<file path="src/assert_macros.svh">
// Assertion helpers used by the recipe table sequencer (drt_seq).
// Each macro checks on the rising edge of clk and is disabled while rst is high.
`ifndef ASSERT_MACROS_SVH
`define ASSERT_MACROS_SVH

// Invariant that must hold on every clock edge outside reset.
`define DRT_ASSERT_ALWAYS(lbl, cond, msg) \
  lbl: assert property (@(posedge clk) disable iff (rst) (cond)) else $error(msg);

// Same-cycle implication.
`define DRT_ASSERT_IMPL(lbl, ante, cons, msg) \
  lbl: assert property (@(posedge clk) disable iff (rst) (ante) |-> (cons)) else $error(msg);

// Next-cycle implication.
`define DRT_ASSERT_NEXT(lbl, ante, cons, msg) \
  lbl: assert property (@(posedge clk) disable iff (rst) (ante) |=> (cons)) else $error(msg);

`endif

</file>
<file path="src/drt_pkg.sv">
// Package for the recipe table: field widths, command and status codes,
// staging flags and the result word type. No dependencies.
package drt_pkg;

  localparam int KIND_W   = 3;
  localparam int ARG_W    = 16;
  localparam int STATUS_W = 3;
  localparam int PUMP_W   = 5;
  localparam int TIME_W   = 16;
  localparam int COUNT_W  = 4;

  localparam int DRT_MAX_ENTRIES = 8;
  localparam int PUMP_ID_MAX     = 20;

  // Command kinds
  localparam logic [KIND_W-1:0] KIND_RESET = 3'd0;
  localparam logic [KIND_W-1:0] KIND_PUMP  = 3'd1;
  localparam logic [KIND_W-1:0] KIND_TIME  = 3'd2;
  localparam logic [KIND_W-1:0] KIND_DELAY = 3'd3;
  localparam logic [KIND_W-1:0] KIND_STORE = 3'd4;
  localparam logic [KIND_W-1:0] KIND_GO    = 3'd5;

  // Status codes
  localparam logic [STATUS_W-1:0] ST_OK        = 3'd0;
  localparam logic [STATUS_W-1:0] ST_BAD_PUMP  = 3'd1;
  localparam logic [STATUS_W-1:0] ST_FULL      = 3'd2;
  localparam logic [STATUS_W-1:0] ST_ZERO_TIME = 3'd3;
  localparam logic [STATUS_W-1:0] ST_MISSING   = 3'd4;
  localparam logic [STATUS_W-1:0] ST_EMPTY     = 3'd5;

  // Staging flags
  localparam logic [1:0] FLAG_PUMP = 2'b01;
  localparam logic [1:0] FLAG_TIME = 2'b10;

  typedef struct packed {
    logic [STATUS_W-1:0] status;
    logic                has_entry;
    logic [PUMP_W-1:0]   pump_id;
    logic [TIME_W-1:0]   run_time;
    logic [TIME_W-1:0]   start_delay;
    logic [COUNT_W-1:0]  entry_count;
    logic                last;
  } result_t;

endpackage

</file>
<file path="src/drt_cmd_if.sv">
// Command channel: valid/ready handshake carrying kind and argument.
// Depends on drt_pkg.
interface drt_cmd_if import drt_pkg::*; ();
  logic              valid;
  logic              ready;
  logic [KIND_W-1:0] kind;
  logic [ARG_W-1:0]  argument;

  modport source(output valid, kind, argument, input ready);
  modport sink(input valid, kind, argument, output ready);
endinterface

</file>
<file path="src/drt_res_if.sv">
// Result channel: valid/ready handshake carrying status and one table entry.
// Depends on drt_pkg.
interface drt_res_if import drt_pkg::*; ();
  logic                valid;
  logic                ready;
  logic [STATUS_W-1:0] status;
  logic                has_entry;
  logic [PUMP_W-1:0]   pump_id;
  logic [TIME_W-1:0]   run_time;
  logic [TIME_W-1:0]   start_delay;
  logic [COUNT_W-1:0]  entry_count;
  logic                last;

  modport source(output valid, status, has_entry, pump_id, run_time, start_delay,
                 entry_count, last, input ready);
  modport sink(input valid, status, has_entry, pump_id, run_time, start_delay,
               entry_count, last, output ready);
endinterface

</file>
<file path="src/dispense_recipe_table_unit.sv">
// Recipe table top level: sequencer with entry RAM plus the result register.
// Depends on drt_pkg, drt_cmd_if, drt_res_if, drt_seq.
//
// Use: commands enter on cmd (kind, argument) with a valid/ready handshake;
// result words leave on res. Stage pump, stage duration, stage delay, reset
// and a failed store or an empty go each give one word. A store gives one
// word after comparing the staged pump against the stored entries, one
// entry per cycle through the table RAM read port. Go gives one word per
// stored entry, in table order, last set on the final one, then clears all.
// Unknown kinds give no word.
// A simple command's word is loaded from the decode state into the output
// register; a store's after the scan of up to MAX_ENTRIES - 1 entries and
// the write state; go's words from the emit state, one per cycle while the
// output register is free. A new command is taken once the previous one is
// finished; the table RAM has a single read port that walks the entries.
// Reset (rst, synchronous) empties the table and the staged values at once.
// A stalled receiver holds the result word; the sequencer waits on it, and
// one command may be taken while a finished word still waits.
module dispense_recipe_table_unit import drt_pkg::*; #(
  parameter int MAX_ENTRIES = DRT_MAX_ENTRIES
) (
  input logic       clk,
  input logic       rst,
  drt_cmd_if.sink   cmd,
  drt_res_if.source res
);

  logic    res_load;
  result_t res_word;
  result_t res_q;
  logic    res_valid;
  logic    out_free;

  assign out_free = !res_valid || res.ready;

  drt_seq #(.MAX_ENTRIES(MAX_ENTRIES)) u_seq (
    .clk      (clk),
    .rst      (rst),
    .cmd      (cmd),
    .out_free (out_free),
    .res_load (res_load),
    .res_word (res_word)
  );

  // Output register valid
  always_ff @(posedge clk) begin
    if (rst) begin
      res_valid <= 1'b0;
    end else if (res_load) begin
      res_valid <= 1'b1;
    end else if (res.ready) begin
      res_valid <= 1'b0;
    end
  end

  // Output register payload
  always_ff @(posedge clk) begin
    if (res_load) begin
      res_q <= res_word;
    end
  end

  assign res.valid       = res_valid;
  assign res.status      = res_q.status;
  assign res.has_entry   = res_q.has_entry;
  assign res.pump_id     = res_q.pump_id;
  assign res.run_time    = res_q.run_time;
  assign res.start_delay = res_q.start_delay;
  assign res.entry_count = res_q.entry_count;
  assign res.last        = res_q.last;

endmodule

</file>
<file path="src/drt_ram.sv">
// Generic single-write, single-read synchronous RAM with registered read.
// No dependencies.
module drt_ram #(
  parameter int WIDTH = 8,
  parameter int DEPTH = 8,
  localparam int AW = (DEPTH > 1) ? $clog2(DEPTH) : 1
) (
  input  logic             clk,
  input  logic             we,
  input  logic [AW-1:0]    waddr,
  input  logic [WIDTH-1:0] wdata,
  input  logic [AW-1:0]    raddr,
  output logic [WIDTH-1:0] rdata
);

  logic [WIDTH-1:0] mem [DEPTH];

  always_ff @(posedge clk) begin
    if (we) begin
      mem[waddr] <= wdata;
    end
    rdata <= mem[raddr];
  end

endmodule

</file>
<file path="src/drt_seq.sv">
// Command sequencer: decodes commands, holds staged values and the entry count,
// scans and updates the entry RAM. Depends on drt_pkg, drt_cmd_if, drt_ram.
`include "assert_macros.svh"

module drt_seq import drt_pkg::*; #(
  parameter int MAX_ENTRIES = DRT_MAX_ENTRIES
) (
  input  logic      clk,
  input  logic      rst,
  drt_cmd_if.sink   cmd,
  input  logic      out_free,
  output logic      res_load,
  output result_t   res_word
);

  localparam int CW = $clog2(MAX_ENTRIES + 1);
  localparam int AW = (MAX_ENTRIES > 1) ? $clog2(MAX_ENTRIES) : 1;
  localparam int EW = PUMP_W + 2 * TIME_W;

  localparam logic [2:0] S_IDLE   = 3'd0;
  localparam logic [2:0] S_DECODE = 3'd1;
  localparam logic [2:0] S_SCAN   = 3'd2;
  localparam logic [2:0] S_WRITE  = 3'd3;
  localparam logic [2:0] S_EMIT   = 3'd4;

  logic [2:0]        state, state_next;
  logic [KIND_W-1:0] kind_q, kind_next;
  logic [ARG_W-1:0]  arg_q, arg_next;
  logic [CW-1:0]     count, count_next;
  logic [CW-1:0]     idx, idx_next;
  logic [CW-1:0]     slot, slot_next;
  logic [PUMP_W-1:0] staged_pump, staged_pump_next;
  logic [TIME_W-1:0] staged_time, staged_time_next;
  logic [TIME_W-1:0] staged_delay, staged_delay_next;
  logic [1:0]        staged_flags, staged_flags_next;

  logic              ram_we;
  logic [AW-1:0]     ram_waddr;
  logic [EW-1:0]     ram_wdata;
  logic [AW-1:0]     ram_raddr;
  logic [EW-1:0]     ram_rdata;

  logic              full;
  logic              ready_to_store;
  logic [CW-1:0]     idx_inc;
  logic [PUMP_W-1:0] rd_pump;
  logic [TIME_W-1:0] rd_time;
  logic [TIME_W-1:0] rd_delay;

  assign cmd.ready      = (state == S_IDLE);
  assign full           = (count == CW'(MAX_ENTRIES));
  assign ready_to_store = ((staged_flags & FLAG_PUMP) != '0) &&
                          ((staged_flags & FLAG_TIME) != '0);
  assign idx_inc        = idx + CW'(1);
  assign rd_pump        = ram_rdata[EW-1 -: PUMP_W];
  assign rd_time        = ram_rdata[2*TIME_W-1 -: TIME_W];
  assign rd_delay       = ram_rdata[TIME_W-1:0];

  // Entry table: pump, run time and delay packed into one word
  drt_ram #(.WIDTH(EW), .DEPTH(MAX_ENTRIES)) u_table (
    .clk   (clk),
    .we    (ram_we),
    .waddr (ram_waddr),
    .wdata (ram_wdata),
    .raddr (ram_raddr),
    .rdata (ram_rdata)
  );

  // Sequencer next-state logic
  always_comb begin
    logic [STATUS_W-1:0] status_v;
    logic [CW-1:0]       cnt_v;

    status_v          = ST_OK;
    cnt_v             = count;
    state_next        = state;
    kind_next         = kind_q;
    arg_next          = arg_q;
    count_next        = count;
    idx_next          = idx;
    slot_next         = slot;
    staged_pump_next  = staged_pump;
    staged_time_next  = staged_time;
    staged_delay_next = staged_delay;
    staged_flags_next = staged_flags;
    res_load          = 1'b0;
    res_word          = '0;
    ram_we            = 1'b0;
    ram_waddr         = slot[AW-1:0];
    ram_wdata         = {staged_pump, staged_time, staged_delay};
    ram_raddr         = idx[AW-1:0];

    unique case (state)
      S_IDLE: begin
        if (cmd.valid) begin
          kind_next  = cmd.kind;
          arg_next   = cmd.argument;
          state_next = S_DECODE;
        end
      end

      S_DECODE: begin
        priority if (kind_q == KIND_STORE && !full && ready_to_store) begin
          idx_next  = '0;
          ram_raddr = '0;
          if (count == '0) begin
            slot_next  = count;
            state_next = S_WRITE;
          end else begin
            state_next = S_SCAN;
          end
        end else if (kind_q == KIND_GO && count != '0) begin
          idx_next   = '0;
          ram_raddr  = '0;
          state_next = S_EMIT;
        end else if (kind_q > KIND_GO) begin
          // unknown kind: dropped silently
          state_next = S_IDLE;
        end else if (out_free) begin
          unique case (kind_q)
            KIND_RESET: begin
              count_next        = '0;
              staged_pump_next  = '0;
              staged_time_next  = '0;
              staged_delay_next = '0;
              staged_flags_next = '0;
              cnt_v             = '0;
            end
            KIND_PUMP: begin
              if (arg_q == '0 || arg_q > ARG_W'(PUMP_ID_MAX)) begin
                status_v = ST_BAD_PUMP;
              end else if (full) begin
                status_v = ST_FULL;
              end else begin
                staged_pump_next  = arg_q[PUMP_W-1:0];
                staged_flags_next = staged_flags | FLAG_PUMP;
              end
            end
            KIND_TIME: begin
              if (arg_q == '0) begin
                status_v = ST_ZERO_TIME;
              end else if (full) begin
                status_v = ST_FULL;
              end else begin
                staged_time_next  = arg_q;
                staged_flags_next = staged_flags | FLAG_TIME;
              end
            end
            KIND_DELAY: begin
              staged_delay_next = arg_q;
            end
            KIND_STORE: begin
              status_v = full ? ST_FULL : ST_MISSING;
            end
            default: begin
              // go with an empty table
              status_v = ST_EMPTY;
            end
          endcase
          res_load             = 1'b1;
          res_word.status      = status_v;
          res_word.entry_count = COUNT_W'(cnt_v);
          res_word.last        = 1'b1;
          state_next           = S_IDLE;
        end else begin
          // output register still holds a word; wait for it to drain
          state_next = S_DECODE;
        end
      end

      // One entry compared per cycle; data for idx is on the read port
      S_SCAN: begin
        if (rd_pump == staged_pump) begin
          slot_next  = idx;
          state_next = S_WRITE;
        end else if (idx_inc == count) begin
          slot_next  = count;
          state_next = S_WRITE;
        end else begin
          idx_next  = idx_inc;
          ram_raddr = idx_inc[AW-1:0];
        end
      end

      S_WRITE: begin
        if (out_free) begin
          ram_we = 1'b1;
          if (slot == count) begin
            count_next = count + CW'(1);
          end
          res_load             = 1'b1;
          res_word.status      = ST_OK;
          res_word.entry_count = COUNT_W'((slot == count) ? count + CW'(1) : count);
          res_word.last        = 1'b1;
          state_next           = S_IDLE;
        end
      end

      // One entry per result word; a stall re-reads the same address
      S_EMIT: begin
        if (out_free) begin
          res_load             = 1'b1;
          res_word.status      = ST_OK;
          res_word.has_entry   = 1'b1;
          res_word.pump_id     = rd_pump;
          res_word.run_time    = rd_time;
          res_word.start_delay = rd_delay;
          res_word.entry_count = '0;
          res_word.last        = (idx_inc == count);
          if (idx_inc == count) begin
            count_next        = '0;
            staged_pump_next  = '0;
            staged_time_next  = '0;
            staged_delay_next = '0;
            staged_flags_next = '0;
            state_next        = S_IDLE;
          end else begin
            idx_next  = idx_inc;
            ram_raddr = idx_inc[AW-1:0];
          end
        end
      end

      default: begin
        state_next = S_IDLE;
      end
    endcase
  end

  // Control state
  always_ff @(posedge clk) begin
    if (rst) begin
      state        <= S_IDLE;
      count        <= '0;
      staged_pump  <= '0;
      staged_time  <= '0;
      staged_delay <= '0;
      staged_flags <= '0;
    end else begin
      state        <= state_next;
      count        <= count_next;
      staged_pump  <= staged_pump_next;
      staged_time  <= staged_time_next;
      staged_delay <= staged_delay_next;
      staged_flags <= staged_flags_next;
    end
  end

  // Command and walk registers
  always_ff @(posedge clk) begin
    kind_q <= kind_next;
    arg_q  <= arg_next;
    idx    <= idx_next;
    slot   <= slot_next;
  end

  `DRT_ASSERT_ALWAYS(a_count_bound, count <= CW'(MAX_ENTRIES), "entry count above table size")
  `DRT_ASSERT_IMPL(a_load_free, res_load, out_free, "result loaded into a busy output register")
  `DRT_ASSERT_IMPL(a_write_slot, ram_we, slot <= count && !full, "table write outside the fill range")
  `DRT_ASSERT_NEXT(a_go_clears, res_load && res_word.has_entry && res_word.last,
                   count == '0 && staged_flags == '0, "go did not clear the table")

endmodule
</file>
<file path="src/flat_wrapper.sv">
// flat-port wrapper written by rule: the top's interface ports become plain ports
module dispense_recipe_table_unit_flat import drt_pkg::*;
#(
  parameter int MAX_ENTRIES = DRT_MAX_ENTRIES
)
  (clk, rst, cmd_valid, cmd_kind, cmd_argument, cmd_ready, res_valid, res_status, res_has_entry, res_pump_id, res_run_time, res_start_delay, res_entry_count, res_last, res_ready);
  drt_cmd_if cmd_i ();
  drt_res_if res_i ();
  input logic clk;
  input logic rst;
  input wire logic [$bits(cmd_i.valid)-1:0] cmd_valid;
  input wire logic [$bits(cmd_i.kind)-1:0] cmd_kind;
  input wire logic [$bits(cmd_i.argument)-1:0] cmd_argument;
  output wire logic [$bits(cmd_i.ready)-1:0] cmd_ready;
  output wire logic [$bits(res_i.valid)-1:0] res_valid;
  output wire logic [$bits(res_i.status)-1:0] res_status;
  output wire logic [$bits(res_i.has_entry)-1:0] res_has_entry;
  output wire logic [$bits(res_i.pump_id)-1:0] res_pump_id;
  output wire logic [$bits(res_i.run_time)-1:0] res_run_time;
  output wire logic [$bits(res_i.start_delay)-1:0] res_start_delay;
  output wire logic [$bits(res_i.entry_count)-1:0] res_entry_count;
  output wire logic [$bits(res_i.last)-1:0] res_last;
  input wire logic [$bits(res_i.ready)-1:0] res_ready;
  assign cmd_i.valid = cmd_valid;
  assign cmd_i.kind = cmd_kind;
  assign cmd_i.argument = cmd_argument;
  assign cmd_ready = cmd_i.ready;
  assign res_valid = res_i.valid;
  assign res_status = res_i.status;
  assign res_has_entry = res_i.has_entry;
  assign res_pump_id = res_i.pump_id;
  assign res_run_time = res_i.run_time;
  assign res_start_delay = res_i.start_delay;
  assign res_entry_count = res_i.entry_count;
  assign res_last = res_i.last;
  assign res_i.ready = res_ready;
  dispense_recipe_table_unit #(.MAX_ENTRIES(MAX_ENTRIES)) u_core (.clk(clk), .rst(rst), .cmd(cmd_i), .res(res_i));
endmodule
</file>
<file path="config.mk">
export PLATFORM = sky130hd
export DESIGN_NAME = dispense_recipe_table_unit_flat
export DESIGN_NICKNAME = d
export VERILOG_FILES = /design/src/drt_pkg.sv /design/src/drt_cmd_if.sv /design/src/drt_res_if.sv /design/src/dispense_recipe_table_unit.sv /design/src/drt_ram.sv /design/src/drt_seq.sv /design/src/flat_wrapper.sv
export VERILOG_INCLUDE_DIRS = /design/src /design/src/src
export SDC_FILE = /design/constraint.sdc
export NUM_CORES = 1
export LEC_CHECK = 0
export BUFFER_PORTS_ARGS = -buffer_cell sky130_fd_sc_hd__buf_2
export CORE_UTILIZATION = 56
export CTS_CLUSTER_DIAMETER = 80
export DETAILED_ROUTE_END_ITERATION = 10
export HOLD_SLACK_MARGIN = 0.12
export PLACE_DENSITY = 0.73
export SYNTH_ARGS = -nofsm -noshare
export SYNTH_HDL_FRONTEND = slang
export SYNTH_SLANG_ARGS = --single-unit
</file>
<file path="constraint.sdc">
create_clock -name clk -period 5.4 [get_ports clk]
set_input_delay 0 -clock clk [delete_from_list [all_inputs] [get_ports clk]]
set_output_delay 0 -clock clk [all_outputs]
set_load 0.03 [all_outputs]
</file>
# Word-level counts from Yosys, hierarchy flattened
# Memories as Yosys holds them, arrays and structs flattened. A register that Yosys moved wholly into a read port is not among the register bits.
# Index checks and enable logic that the tools add are counted.
[op_classes]
add_sub_neg = 2
reduce_logical = 31
multipliers = 0
n_shift = 0
n_div = 0
n_lt_le_gt_ge = 2
n_bitwise = 0
eq_ne = 35
muxes = 104
[op_table]
columns = ["op", "n"]
rows = [
  ["16-bit 2-to-1 mux", 12],
  ["16-bit case mux with 2 select lines", 4],
  ["4-bit 2-to-1 mux", 18],
  ["5-bit 2-to-1 mux", 13],
  ["3-bit 2-to-1 mux", 19],
  ["43-bit 2-to-1 mux", 1],
  ["4-bit case mux with 3 select lines", 2],
  ["2-bit 2-to-1 mux", 11],
  ["11-bit AND reduction", 2],
  ["2-bit inequality test, second input constant", 10],
  ["5-bit case mux with 2 select lines", 2],
  ["10-bit AND reduction", 2],
  ["3-bit inequality test, second input constant", 6],
  ["16-bit by 5-bit > comparator with 1-bit output, second input constant", 1],
  ["16-bit zero test", 1],
  ["8-bit AND reduction", 2],
  ["3-bit case mux with 5 select lines", 1],
  ["5-bit case mux with 3 select lines", 1],
  ["1-bit 2-to-1 mux", 13],
  ["3-bit by 2-bit == test with 1-bit output, second input constant", 4],
  ["3-bit case mux with 4 select lines", 1],
  ["3-bit == test, second input constant", 3],
  ["3-bit by 1-bit inequality test with 1-bit output, second input constant", 3],
  ["3-bit case mux with 3 select lines", 1],
  ["other kinds (24)", 41],
]
[totals]
inputBits = 23
rom_bits = 0
word_cells = 194
out_inout_bits = 48
ff_bits = 120
mem_count = 1
latchBits = 0
mem_bits_rw = 296
[memory_table]
columns = ["memory", "depth", "width", "read_ports", "rd_clocked_by_memory_dff", "write_ports", "line_no", "source"]
rows = [
  ["u_core.u_seq.u_table.mem", 8, 37, 1, 1, 1, "drt_ram.sv:16", "logic [WIDTH-1:0] mem [DEPTH];"],
]

# Logic depth before layout (Yosys ltp)
# Gate-level depths: netlist (run 1).
[logic_depth]
word_depth = 9
ltp_mapped = 12
depth_no_buf = 10

# Hierarchy
# A second synthesis (run 1) with hierarchy kept.
[unflattened]
hier_cells = 983
area_unflattened_um2 = 17276.6
[by_module_without_submodules]
columns = ["module", "n_inst", "cells_per_inst", "area_each_um2"]
rows = [
  ["drt_ram", 1, 477, 11906.4],
  ["drt_seq", 1, 456, 3942.5],
  ["dispense_recipe_table_unit", 1, 50, 1427.6],
]

# Worst setup path after synthesis (run 1)
# No wires, ideal clock.
[synth_path]
path_kind = "register -> register"
start = "register u_core.u_seq.state[1]"
end = "memory u_core.u_seq.u_table.mem[0][0] in the netlist's numbering (enable)"
required_time_ns = 4.876
slack_ns = 0.310
synth_period_minus_slack_ns = 5.090
setup_ns = 0.524
arrival_ns = 4.566
stages_incl_launch_ff = 7
n_path_buf = 2
path_cell_list = "dfxtp_1 -> buf_2 -> nand2_1 -> nor2_1 -> nand2_1 -> clkbuf_1 -> nor4_1"
[synth_via]
elab_chain_cells = 4
[synth_lines]
columns = ["item", "line_no", "source"]
rows = [
  ["start: declaration", "drt_seq.sv:26", "logic [2:0] state, state_next;"],
  ["start signal: assignment", "drt_seq.sv:240", "state <= state_next;"],
  ["3-bit by 2-bit == test with 1-bit output", "drt_seq.sv:93", "unique case (state)"],
  ["1-bit 2-to-1 mux", "drt_seq.sv:93", ""],
  ["1-bit 2-to-1 mux", "drt_ram.sv:19", "if (we) begin"],
  ["1-bit 2-to-1 mux (implied by the code)", "drt_ram.sv:20", "mem[waddr] <= wdata;"],
  ["end: declaration", "drt_ram.sv:16", ""],
]
# No other way between the ends.

# Final worst setup path (run 1)
[layout_path]
start = "register u_core.u_seq.idx[0]"
end = "register u_core.u_seq.u_table.rdata[22] (read register of u_core.u_seq.u_table.mem)"
[layout_via]
elab_chain_cells = 5
[layout_lines]
columns = ["item", "line_no", "source"]
rows = [
  ["start: declaration", "drt_seq.sv:30", "logic [CW-1:0] idx, idx_next;"],
  ["start signal: assignment", "drt_seq.sv:253", "idx <= idx_next;"],
  ["4-bit by 1-bit adder with 4-bit output", "drt_seq.sv:54", "assign idx_inc = idx + CW'(1);"],
  ["4-bit == test", "drt_seq.sv:176, drt_seq.sv:210", ""],
  ["3-bit 2-to-1 mux", "drt_seq.sv:176, drt_seq.sv:210", ""],
  ["3-bit 2-to-1 mux (on tied branches)", "drt_seq.sv:201, drt_seq.sv:173", ""],
  ["3-bit case mux with 3 select lines (*)", "drt_seq.sv:93", ""],
  ["end: declaration", "drt_ram.sv:13", "output logic [WIDTH-1:0] rdata"],
]
# Mark *: on every way between the ends. The rest lies on a longest branch, timed or not.
# A chain may end at the register's enable or synchronous reset.

==> results of run 1 <==
[layer usage]
layer,wire length [um],up-vias
met1,19620,6779
met3,3884,104
met4,1334,0
met5,0,-
met2,23680,646
li1,-,6062
[sequential cells by signal, summed over array words and instances (netlist names), 4 cells and up]
register and flops:
u_core.u_seq.staged_time 16, u_core.res.run_time 16, u_core.u_seq.arg_q 16, u_core.res.pump_id 5, u_core.res.start_delay 16, u_core.u_seq.u_table.rdata 37
u_core.u_seq.staged_pump 5, u_core.u_seq.staged_delay 16, u_core.u_seq.u_table.mem 296, u_core.res.entry_count 4, u_core.u_seq.count 4, u_core.u_seq.idx 4
u_core.u_seq.slot 4
[cells in the final DEF, fill, tap and decap left out, types with 4 or more instances in the layout]
cell	synthesis	layout
mux2i_1	108	108
o21a_1	75	75
buf_12	0	5
nand2b_1	11	10
clkbuf_1	71	13
buf_2	38	70
nor2_4	0	4
nor3_2	0	4
a221oi_2	36	36
xor2_1	13	13
nand2_1	64	64
dlygate4sd3_1	0	23
a21oi_1	58	58
clkinv_2	0	9
clkbuf_16	0	47
clkbuf_8	0	7
and3_1	42	42
inv_1	7	7
o21ai_0	18	18
clkinv_1	0	4
edfxtp_1	369	369
buf_4	9	27
nand3_1	43	41
o22ai_1	219	219
nor2_1	38	35
nor3_1	12	8
dfxtp_1	84	84
o221ai_1	72	72
[worst max-delay path by stage]
stage                     depth (start not counted)                             end  slack [ps]
after floorplan                                   6  u_core.u_seq.u_table.mem[0][0]         310
after global placement                            9  u_core.u_seq.u_table.rdata[23]        1640
after detailed placement                          9  u_core.u_seq.u_table.rdata[32]        1560
after CTS                                         9  u_core.u_seq.u_table.rdata[21]        1530
after global routing                              9  u_core.u_seq.u_table.rdata[19]        1240
final                                             9  u_core.u_seq.u_table.rdata[22]        1440
[report_power, final]
part / leakage [nW] / internal, mW / switching (mW)
logic: 2.58 / 0.0665 / 0.132
clock network: 0.723 / 1.76 / 1.31
registers: 3.60 / 3.77 / 0.0328
[cell families after synthesis]
kind of cell,synth area share [%]
AOI/OAI and AO/OA,18.96
DFF,64.39
and+or+nand+nor,6.350
buffers and inverters,3.667
muxes,5.624
xor gates and xnor gates,0.8206
adders and majority gates,0.1894
[cell usage after synthesis (14+ instances only)]
library cell / n
mux2i_1: 108
a221oi_2: 36
o221ai_1: 72
nand3_1: 43
o21a_1: 75
o22ai_1: 219
clkbuf_1: 71
o21ai_0: 18
a21oi_1: 58
edfxtp_1: 369
dfxtp_1: 84
and3_1: 42
buf_2: 38
nand2_1: 64
buf_6: 14
nor2_1: 38
[layout make-up]
type	instances	share of cell area [%]
flip-flops and latches	453	57.57
multi-input cells	885	29.13
clock buffers	67	5.961
repair buffers	125	3.985
well taps	455	2.568
clock inverters	19	0.6661
inverters	7	0.1185
[metrics by stage]
| stage | area, um2 | util (%) | cells | worst slack, ps |
|---|---|---|---|---|
| 2_1_floorplan | 19820 | - | 1482 | 310.3 |
| 3_3_place_gp | 20470 | 58.96 | 1902 | 1636 |
| 3_5_place_dp | 20470 | 58.96 | 1902 | 1559 |
| 4_1_cts | 22170 | 63.86 | 2011 | 1529 |
| 5_1_grt | 22170 | 63.86 | 2011 | 1236 |
| 6_report | 22170 | 63.86 | 2011 | 1442 |
[worst register-to-register path, stage by stage, from the launching register on]
cell and delay (ps):
edfxtp_1 730, ha_1 410, xnor2_1 180, nand3_1 150
or2_1 470, nand2_4 800, buf_4 520, o22ai_1 130
o21a_1 230, a221oi_2 250
[what timing repair did]
action | 4_1_cts | 5_1_grt
setup buffers | 0 | 0
setup endpoints to repair | 0 | 0
gates resized for setup | 0 | 0
hold buffers | 23 | 0
endpoints found under the hold margin | 22 | 0
==> qor.txt, run 1 <==
outcome = complete, no violations
RSZ-0062 raised after global routing = false
Final GP Congestion = 0.8365
Root Driver = clkbuf_16
share of layout cells above drive strength 1 = 15.42%
family with the most delay on the worst path = simple AND/OR/NAND/NOR gates
worst-case reg-to-reg path depth = 9
Critical Path End Type = flip-flop
Iter 0 DRT Violations = 1525
final period utilization = 73.30%
die boundary width = 190.1 um
CP peak stage delay = 800 ps
Synth top area share = 55.90%
register-to-register setup slack = 1440 ps
nets = 1544
DR vias = 13591
Leakage = 6.902 nW
area of the multi-input gates = 0.006456 mm2
met3 Use GR = 4.556%
initial antenna violation count = 0
Worst Clk Skew = 25.72 ps
reg2reg end = u_core.u_seq.u_table.rdata[22]
die area = 0.03615 mm2
synth top area cells = edfxtp_1, dfxtp_1, o22ai_1
Final Hold Vio Count = 0
register area share after synthesis = 64.39%
critical path class = reg -> reg
DR vias/cell = 6.758
htree depth = 2
Post-synth EDFFs = 369
dominant synthesized flop cell = edfxtp_1
Area Overhead vs Synth = 11.83%
largest net degree at the start of global routing = 78
worst hold endpoint = u_core.u_seq.arg_q[2]
Post-Syn Instances = 1482
Rel. slew slack = 23.35%
CP Launch Type = flip-flop
hold_sp = cmd_argument[2]
fraction of registers with async set/reset = 0%
worst hold path depth = 2
Starting Density = 57.10%
DRC = 0
GRT Util Overall = 27.01%
syn nets = 1508
final slew viol count = 0
fillers = 2546
Pwr Total = 7.070 mW
Die H = 190.1 um
clk slew on worst S/H paths = 60 ps
Buf/Inv on CP = 1
worst hold path class = in -> reg
Clock Path Buffers = 3
Clock Sinks = 453
Setup Viol. Count Final = 0
slowest stage cell, crit path = nand2_4
ordered cell list for the critical path = ha_1 > xnor2_1 > nand3_1 > or2_1 > nand2_4 > buf_4 > o22ai_1 > o21a_1 > a221oi_2
Slew @ Worst Pin = 1147 ps
core region area = 0.03471 mm2
Skew-Pair Late Insertion Delay = 570 ps
Antenna Cells = 0
Yosys reg bits = 453
Peak Freq = 252.6 MHz
Critical Path RT = 5860 ps
Distinct cells, synth = 64
Num CTS Buffers = 46
pwr dens = 319.0 mW/mm2
most used routing layer in global routing = met2
Ports = 71
final WL = 48520 um
Peak VDD IR = 0.2837 mV
met1 usage = 36.27%
Final min period = 3958 ps
final hold slack = 141.0 ps
Synth area leader = edfxtp_1
remaining global-route overflow = 0
CTS tree = built
Crit Path Max Fanout = 75
Max Cap Viol = 0
Worst R2R Start = u_core.u_seq.idx[0]
Rows = 68
vias in the first global route = 13278
Reg area = 0.01276 mm2
Post-Synthesis Mean Instance Area = 13.37 um2
Port Buffers = 70
critical path launch point = u_core.u_seq.idx[0]
Post-DP HPWL = 26710 um
CP arrival = 4420 ps
drt first pass iters = 6
setup_tns = 0 ps
first-pass GRT wire length = 74950 um
Yosys warnings = 0
Final ANT Viol Nets = 0
Mapped Area = 0.01982 mm2
average wire per standard cell = 24.13 um
GR Layer Usage met2 = 44.33%
Note: power is estimated with default switching activity, not from simulation.
==> inputs of run 2 (changes only) <==
--- a/config.mk
+++ b/config.mk
@@ -7,11 +7,11 @@
 export NUM_CORES = 1
 export LEC_CHECK = 0
 export BUFFER_PORTS_ARGS = -buffer_cell sky130_fd_sc_hd__buf_2
-export CORE_UTILIZATION = 56
+export CORE_UTILIZATION = 60
 export CTS_CLUSTER_DIAMETER = 80
 export DETAILED_ROUTE_END_ITERATION = 10
 export HOLD_SLACK_MARGIN = 0.12
-export PLACE_DENSITY = 0.73
+export PLACE_DENSITY = 0.75
 export SYNTH_ARGS = -nofsm -noshare
 export SYNTH_HDL_FRONTEND = slang
 export SYNTH_SLANG_ARGS = --single-unit
==> constraint.sdc (replaced) <==
create_clock -name clk -period 3.7 [get_ports clk]
set_input_delay 0 -clock clk [delete_from_list [all_inputs] [get_ports clk]]
set_output_delay 0 -clock clk [all_outputs]
set_load 0.03 [all_outputs]
==> run 2 against run 1 <==
- die area decreased by 6.6%
- clock power grew 57%
- wire length grew 0.81%
- total power up 51%
- core utilization up 5.4 points
- clock skew down 14 ps
- worst setup slack lost 970 ps
- critical path depth is the same
- cell count decreased by 0.15%
- flip-flop and latch count is the same
- critical path type unchanged
- highest routed layer unchanged
- fmax rose by 22%
- hold slack improved by 39 ps
==> qor.txt, run 2 (synthesis results as in run 1) <==
CP peak stage delay = 940 ps (+140 ps)
final non-filler cell total = 2008 (-0.15%)
Port Buffers = 70 (unchanged)
Rows = 66 (-2.9%)
Setup Viol. Count Final = 0 (unchanged)
Skew-Pair Late Insertion Delay = 540 ps (-30 ps)
pwr dens = 472.8 mW/mm2 (+48%)
worst-case reg-to-reg path depth = 9 (unchanged)
worst hold path class = in -> reg
CP arrival = 3690 ps (-730 ps)
critical path class = reg -> reg
DR vias = 13785 (+1.4%)
average wire per standard cell = 24.36 um (+0.96%)
post-CTS setup buffer count = 0 (unchanged)
worst hold path depth = 2 (unchanged)
RSZ-0062 raised after global routing = false
remaining global-route overflow = 0 (unchanged)
first-pass GRT wire length = 74570 um (-0.51%)
Post-DP HPWL = 25890 um (-3.1%)
share of layout cells above drive strength 1 = 16.16% (+0.73 points)
final hold slack = 180.0 ps (+38.99 ps)
Die H = 183.8 um (-3.4%)
Starting Density = 60.92% (+3.8 points)
Area Overhead vs Synth = 13.72%
setup_tns = 0 ps (unchanged)
GRT Util Overall = 28.95% (+1.9 points)
Final ANT Viol Nets = 0 (unchanged)
Ports = 71 (unchanged)
Num CTS Buffers = 45 (-2.2%)
DRC = 0 (unchanged)
Iter 0 DRT Violations = 1685 (+10%)
register-to-register setup slack = 470 ps (-970 ps)
Peak Freq = 309.5 MHz (+22%)
final slew viol count = 0 (unchanged)
Final GP Congestion = 0.8060 (-3.6%)
initial antenna violation count = 0 (unchanged)
die area = 0.03377 mm2 (-6.6%)
fillers = 2225 (-13%)
final period utilization = 87.34% (+14 points)
Leakage = 7.060 nW (+2.3%)
largest net degree at the start of global routing = 146 (+87%)
Peak VDD IR = 0.4397 mV (+55%)
drt first pass iters = 6 (unchanged)
Worst Clk Skew = 12.01 ps (-13.72 ps)
post-placement cell count = 1902 (unchanged)
Critical Path End Type = flip-flop
htree depth = 2 (unchanged)
Largest register FFs = 296 (unchanged)
vias in the first global route = 13392 (+0.86%)
Rel. slew slack = 18.88% (-4.5 points)
CP Launch Type = flip-flop
Root Driver = clkbuf_16
most common cell after layout, fill and taps aside = edfxtp_1
slowest stage cell, crit path = o21ai_1
nets = 1556 (+0.78%)
die boundary width = 183.8 um (-3.4%)
Clock Path Buffers = 3 (unchanged)
Final min period = 3232 ps (-726.6 ps)
final WL = 48910 um (+0.81%)
Max Cap Viol = 0 (unchanged)
Clock Sinks = 453 (unchanged)
ordered cell list for the critical path = ha_1 > xnor2_1 > nand3_1 > or2_1 > buf_4 > nor2_2 > o21ai_1 > nand2_1 > a21oi_1
Most flops, register = u_core.u_seq.u_table.mem
CTS tree = built
outcome = complete, no violations
Slew @ Worst Pin = 1209 ps (+61.69 ps)
clk slew on worst S/H paths = 60 ps (about the same)
commonest non-fill, non-tap cells in the layout = edfxtp_1, o22ai_1, mux2i_1, dfxtp_1, o21a_1
Final Util = 69.28% (+5.4 points)
Top Registers = u_core.u_seq.u_table.mem (296), u_core.u_seq.u_table.rdata (37)
Final Hold Vio Count = 0 (unchanged)
Antenna Cells = 0 (unchanged)
Critical Path RT = 4160 ps (-1700 ps)
core region area = 0.03254 mm2 (-6.3%)
DR vias/cell = 6.865 (+1.6%)
Crit Path Max Fanout = 18 (-76%)
[run 2: routing by layer]
layer	track usage, %	routed length, um
met4	11.17	1533
met1	38.68	19560
met3	4.477	4075
met2	47.89	23740
met5	0	0
[run 2: repair_timing]
item / CTS / global route
hold buffers: 23 / 0
endpoints found under the setup margin: 0 / 0
endpoints found under the hold margin: 39 / 0
resized for setup: 0 / 0
[run 2: area by class of cell]
cell class              count  area (um2)  area share [%]
clock inverters            28       371.6           1.649
clock buffers              55        1205           5.345
repair buffers            138        1156           5.129
flip-flops and latches    453       12760           56.62
inverters                   7       26.28          0.1166
well taps                 442       553.0           2.453
multi-input cells         885        6467           28.69
[run 2: worst max-delay path, delay by kind of cell (launching register included)]
kind                     cells  cell delay, ps
adder cells (fa/ha/maj)      1             400
AO/OA/AOI/OAI                2            1110
AND/OR/NAND/NOR              4             790
XOR/XNOR                     1             150
flip-flops                   1             490
buffers and inverters        1             220
[run 2: stage by stage]
step	power (mW)	setup WS [ps]	area (um2)
2_1_floorplan	5.831	-418.3	19830
3_3_place_gp	5.921	623.9	20730
3_5_place_dp	5.928	516.0	20730
4_1_cts	10.68	468.7	22540
5_1_grt	10.92	158.2	22540
6_report	10.66	468.5	22540
[run 2: worst paths after layout]
| path | from | to |
|---|---|---|
| worst max register to register | u_core.u_seq.idx[1] | u_core.u_seq.staged_time[15] |
| worst max-delay path | u_core.u_seq.idx[1] | u_core.u_seq.staged_time[15] |
| worst min-delay path | cmd_kind[2] | u_core.u_seq.kind_q[2] |
| worst min register to register | u_core.u_seq.staged_flags[1] | u_core.u_seq.staged_flags[1] |
[run 2: report_power, final]
part | total, mW | internal [mW] | leakage [nW] | switching (mW)
Combinational | 0.298 | 0.103 | 2.69 | 0.195
Sequential | 5.55 | 5.50 | 3.60 | 0.0415
Clock | 4.81 | 2.95 | 0.776 | 1.87
